### config.mk
export PLATFORM = sky130hd
export DESIGN_NAME = spba_ctrl
export DESIGN_NICKNAME = d
export VERILOG_FILES = /design/src/spba_pkg.sv /design/src/spba_ctrl.sv
export SDC_FILE = /design/constraint.sdc
export NUM_CORES = 1
export LEC_CHECK = 0
export ABC_AREA = 1
export BUFFER_PORTS_ARGS = -buffer_cell sky130_fd_sc_hd__buf_4
export CAP_MARGIN = 15
export CORE_AREA = 5 5 42 44
export CTS_CLUSTER_DIAMETER = 150
export DETAILED_ROUTE_END_ITERATION = 10
export DIE_AREA = 0 0 47 49
export PLACE_DENSITY_LB_ADDON = 0.08
export SLEW_MARGIN = 20
export SYNTH_ARGS = -nofsm -noshare
export SYNTH_HDL_FRONTEND = slang
export SYNTH_SLANG_ARGS = --single-unit
### constraint.sdc
create_clock -name clk_i -period 2.83 [get_ports clk_i]
set_input_delay 0.566 -clock clk_i [delete_from_list [all_inputs] [get_ports clk_i]]
set_output_delay 0.566 -clock clk_i [all_outputs]
set_load 0.05 [all_outputs]
### src/spba_pkg.sv
`default_nettype none
package spba_pkg;

  localparam int MAX_PAGES_DEFAULT = 4096;

  localparam int REQ_W = 2;
  localparam int IDX_W = 12;
  localparam int ST_W  = 3;
  localparam int CNT_W = 13;

  // request codes
  localparam logic [REQ_W-1:0] REQ_ALLOC  = 2'd0;
  localparam logic [REQ_W-1:0] REQ_FREE   = 2'd1;
  localparam logic [REQ_W-1:0] REQ_OCCUPY = 2'd2;
  localparam logic [REQ_W-1:0] REQ_QUERY  = 2'd3;

  // status codes
  localparam logic [ST_W-1:0] ST_OK           = 3'd0;
  localparam logic [ST_W-1:0] ST_FULL         = 3'd1;
  localparam logic [ST_W-1:0] ST_ALREADY_FREE = 3'd2;
  localparam logic [ST_W-1:0] ST_ALREADY_OCC  = 3'd3;
  localparam logic [ST_W-1:0] ST_RANGE        = 3'd4;

  typedef enum logic [1:0] {
    RES_QUICK,
    RES_ALLOC,
    RES_LOOK
  } res_kind_e;

  typedef struct packed {
    logic      clr_step;
    logic      req_load;
    logic      scan_start;
    logic      scan_step;
    logic      look_read;
    logic      res_load;
    res_kind_e res_kind;
  } ctl_cmd_t;

  typedef struct packed {
    logic quick;
    logic is_alloc;
    logic found;
    logic clr_last;
  } dp_sts_t;

endpackage
`default_nettype wire

### src/spba_ctrl.sv
`default_nettype none
module spba_ctrl import spba_pkg::*; (
  input  wire logic     clk_i,
  input  wire logic     rst_ni,
  input  wire logic     cfg_we_i,
  input  wire logic     req_valid_i,
  output logic          req_ready_o,
  output logic          res_valid_o,
  input  wire logic     res_ready_i,
  input  wire dp_sts_t  sts_i,
  output ctl_cmd_t      cmd_o
);

  localparam logic [2:0] S_CLEAR = 3'd0;
  localparam logic [2:0] S_IDLE  = 3'd1;
  localparam logic [2:0] S_START = 3'd2;
  localparam logic [2:0] S_SCAN  = 3'd3;
  localparam logic [2:0] S_LOOK  = 3'd4;

  logic [2:0] state_q, state_d;
  logic       out_valid_q, out_valid_d;
  logic       slot_free;

  assign slot_free   = !out_valid_q || res_ready_i;
  // no request is taken in the cycle a page count write lands
  assign req_ready_o = (state_q == S_IDLE) && !cfg_we_i;
  assign res_valid_o = out_valid_q;

  always_comb begin
    state_d = state_q;
    cmd_o   = '{default: '0, res_kind: RES_QUICK};
    case (state_q)
      S_CLEAR: begin
        cmd_o.clr_step = 1'b1;
        if (sts_i.clr_last) state_d = S_IDLE;
      end
      S_IDLE: begin
        if (req_valid_i && req_ready_o) begin
          cmd_o.req_load = 1'b1;
          state_d        = S_START;
        end
      end
      S_START: begin
        if (sts_i.quick) begin
          if (slot_free) begin
            cmd_o.res_load = 1'b1;
            cmd_o.res_kind = RES_QUICK;
            state_d        = S_IDLE;
          end
        end else if (sts_i.is_alloc) begin
          cmd_o.scan_start = 1'b1;
          state_d          = S_SCAN;
        end else begin
          cmd_o.look_read = 1'b1;
          state_d         = S_LOOK;
        end
      end
      S_SCAN: begin
        cmd_o.scan_step = 1'b1;
        if (sts_i.found && slot_free) begin
          cmd_o.res_load = 1'b1;
          cmd_o.res_kind = RES_ALLOC;
          state_d        = S_IDLE;
        end
      end
      S_LOOK: begin
        if (slot_free) begin
          cmd_o.res_load = 1'b1;
          cmd_o.res_kind = RES_LOOK;
          state_d        = S_IDLE;
        end
      end
      default: state_d = S_CLEAR;
    endcase
    // a page count write restarts the clearing sweep
    if (cfg_we_i) state_d = S_CLEAR;
  end

  always_comb begin
    out_valid_d = out_valid_q;
    if (cmd_o.res_load) begin
      out_valid_d = 1'b1;
    end else if (res_ready_i) begin
      out_valid_d = 1'b0;
    end
  end

  always_ff @(posedge clk_i or negedge rst_ni) begin
    if (!rst_ni) begin
      state_q     <= S_CLEAR;
      out_valid_q <= 1'b0;
    end else begin
      state_q     <= state_d;
      out_valid_q <= out_valid_d;
    end
  end

endmodule
`default_nettype wire

Yosys cells after proc, flatten, opt, wreduce, memory -nomap -nowiden

Cells that the tools add are included.

Equality and inequality tests: 7
Mux-type cells: 25
Reduce and logical (&&, ||, !) cells: 9

Operators by type and width:

| kind                                                                  | number |
|---|---|
| 3-bit two-way mux                                                     | 11 |
| 3-bit case mux with 5 select lines                                    | 1 |
| 1-bit two-way mux                                                     | 12 |
| 3-bit case mux with 3 select lines                                    | 1 |
| 3-bit by 2-bit equality test with 1-bit output, second input constant | 2 |
| 3-bit != test, second input constant                                  | 2 |
| 3-bit by 1-bit equality test with 1-bit output, second input constant | 1 |
| 3-bit equality test, second input constant                            | 1 |
| 1-bit logical AND                                                     | 3 |
| 3-bit logical NOT                                                     | 1 |
| 3-bit by 2-bit != test with 1-bit output, second input constant       | 1 |
| 3-bit AND reduction                                                   | 1 |
| 1-bit logical NOT                                                     | 2 |
| 2-bit nonzero test                                                    | 1 |
| 1-bit logical OR                                                      | 1 |

Register bits after elaboration: 4
Input bits: 9
Output and inout bits: 10
Logic and storage cells: 43

Logic depth before layout (Yosys ltp)

Word-level depth: 6
Depth in mapped cells: 9
Depth with buffers taken out: 9

Worst setup path after synthesis

No wires, ideal clock.

Kind: register to output
From: register state_q[2]
To: output cmd_o[5] in the netlist's numbering
Data arrival time: 1.796 ns
Data required time: 2.264 ns
Slack: 0.468 ns
Stages on the path, launching flop included: 4
Path buffers: 0
Cell sequence: dfrtp_1 -> inv_2 -> nand3_2 -> nor3b_1

RTL lines:

| what                     | RTL line        | RTL |
|---|---|---|
| start: declaration       | spba_ctrl.sv:20 | `logic [2:0] state_q, state_d;` |
| start signal: assignment | spba_ctrl.sv:93 | `state_q <= state_d;` |
| end: declaration         | spba_ctrl.sv:11 | `output ctl_cmd_t cmd_o` |

==> results.md <==
- WS Path Type: reg -> out
- Initial antenna violation count: 0
- Hold/Removal Path Class: in -> async
- Max clock buf depth: 2
- Gpl congestion: 0.704
- Post-cts sizing count: 0
- Post-CTS Setup Inserts: 0
- Max cap viols: 0
- CP Capture Type: output pin
- Synth Net Count: 71
- Post-layout nets: 93
- PD cells: 825 nW/um^2
- Clock-pin slew on the worst setup and hold paths: 40 ps
- Part of the power in combinational logic: 61.6%
- Fmax: 0.483 GHz
- Switching Power: 0.000237 W
- I/O Buffers: 18
- Sw frac: 53.5%
- #FFs+latches synth: 4
- GR Overflow Total: 0
- R2r worst-path depth: 6
- Register share of total power: 22.4%
- Post-Syn Area: 367 sq um
- GRT Overall Usage: 9.54%
- Area leader, netlist: dfrtp_1
- DR pass1 iterations: 4
- Final hold violations: 0
- CP startpoint kind: flip-flop
- Clock tree from TritonCTS: done
- Layout area overhead: 46.4%
- Status: complete, no violations
- Via count: 424
- Die area: 2300 sq um
- Commonest non-fill, non-tap cell in the layout: buf_4
- Initial Utilization: 26.2%
- Synth unique cells: 15
- Total CTS buffers: 3
- Share of layout cells above drive strength 1: 37.8%
- RSZ-0062 raised after global routing: no
- Critical Path RT: 2260 ps
- Synthesized instance count: 62
- FP Rows: 14
- First-pass GRT wire length: 1580 um
- Setup tns final: 0 ps
- Yosys warnings: 0
- Register area share after synthesis: 27.3%
- Clock power share: 16.0%
- Int Pwr: 0.000206 W
- Peak VDD IR: 0.000299 V
- Final Critical Period: 2070 ps
- Most frequent cells in the layout: 18 x buf_4, 17 x nand2_1, 10 x nand3_1
- Inserted Diodes: 0
- Worst slew margin: 79.8%
- Largest net degree at the start of global routing: 8
- Yosys top cell area share: 27.3%
- Fin Clk Skew: 4.86 ps
- Final Routed Wirelength: 948 um
- Io pins: 19
- Vias in the first global route: 415
- Root Buffer: clkbuf_4
- H-tree levels: 1
- DR vias/cell: 4.33
- Wirelength per Cell: 9.67 um
- Iter 0 DRT Violations: 3
- Chip height: 49 um
- Hold Slack: 113 ps
- Die Wd: 47 um
- Hold Buf Count CTS: 0
- DRC violations left: 0
- Clock insertion delay at the later pin of the skew report: 240 ps
- Final ANT Viol Nets: 0
- Largest fanout on the critical path: 6
- Slew Viols, Final: 0
- Fin crit share: 73.2%
- Measured slew at the worst slew-check pin: 303 ps
- Worst EP arrival: 1510 ps
- DPL Wire Length: 795 um
- Core area: 1400 sq um
- Clk sinks: 4
- Tot Pwr: 0.000443 W
- Leak: 0.320 nW
- Syn_area_per_cell: 5.91 sq um
- Top post-synthesis cells by area: dfrtp_1 27%, nand2_1 17%, nand3_1 14%, inv_1 7.2%, nor2_1 6.1%
- Final setup violation count: 0
## area by class of cell
type                    instances  area [sq um]
well taps                      16          20.0
repair buffers                 18           135
fillers                       171           865
flip-flops and latches          4           100
inverters                      12          45.0
multi-input cells              45           214
clock buffers                   3          22.5
## cells in the mapped netlist
| library cell | instances |
|---|---|
| nand2_2 | 1 |
| o21ai_1 | 3 |
| inv_1 | 7 |
| nor3_1 | 1 |
| dfrtp_1 | 4 |
| a21oi_1 | 2 |
| nand2_1 | 17 |
| nand3_2 | 1 |
| nor2_1 | 6 |
| inv_2 | 5 |
| buf_4 | 1 |
| nand3_1 | 10 |
| nor2_2 | 2 |
| nor2_4 | 1 |
| nor3b_1 | 1 |
## cell families (layout without fill, tap and decap cells)
group	Yosys count	count (layout)	share of synthesized area, %
DFF	4	4	27.3
buffers and inverters	13	33	14.3
AOI/OAI and AO/OA	5	5	6.82
and+or+nand+nor	40	40	51.5
## state kept, by name (all words and copies together), names as in the netlist
signal / flops
res_valid_o: 1
state_q: 3
## power groups by stage
| stage | Sequential (W) | Combinational (W) | Clock (W) |
|---|---|---|---|
| 6_report | 0.0000993 | 0.000273 | 0.0000707 |
| 5_1_grt | 0.000104 | 0.000298 | 0.0000776 |
| 4_1_cts | 0.000100 | 0.000277 | 0.0000754 |
| 3_5_place_dp | 0.000101 | 0.000277 | 0 |
| 3_3_place_gp | 0.000101 | 0.000278 | 0 |
| 2_1_floorplan | 0.000112 | 0.000190 | 0 |
## routing by layer
metal / track usage (%) / vias to the layer above / routed length [um]
li1: - / 233 / -
met1: 12.0 / 175 / 407
met2: 14.0 / 13 / 437
met3: 1.48 / 3 / 75
met4: 6.91 / 0 / 28
met5: 0 / - / 0
## path summary, 6_finish.rpt
path	startpoint	to	slack [ps]
min in group clk_i	cfg_we_i	state_q[2]$_DFFE_PN0P_	490
max in group asynchronous	rst_ni	state_q[2]$_DFFE_PN0P_	2620
max reg2reg	state_q[1]$_DFFE_PN0P_	state_q[0]$_DFFE_PN0P_	1600
min	rst_ni	state_q[0]$_DFFE_PN0P_	110
max	state_q[1]$_DFFE_PN0P_	cmd_o[2]	760
min reg2reg	res_valid_o$_DFFE_PN0P_	res_valid_o$_DFFE_PN0P_	670
## worst max-delay path, stage by stage, from the launching register on
cell and delay, ps:
dfrtp_1 440, nor2_1 300, nand2_1 110, nor2_2 110, nor2_1 60, nand2_1 50
buf_4 190
## per-stage QoR
stage / util [%] / instance area, sq um / setup WS, ps / instances
global placement: 36.7 / 514 / 893 / 95
finish: 38.3 / 537 / 758 / 98
CTS: 38.3 / 537 / 739 / 98
detailed placement: 36.7 / 514 / 875 / 95
global route: 38.3 / 537 / 657 / 98
floorplan: - / 367 / 468 / 62
Note: power is estimated with default switching activity, not from simulation.
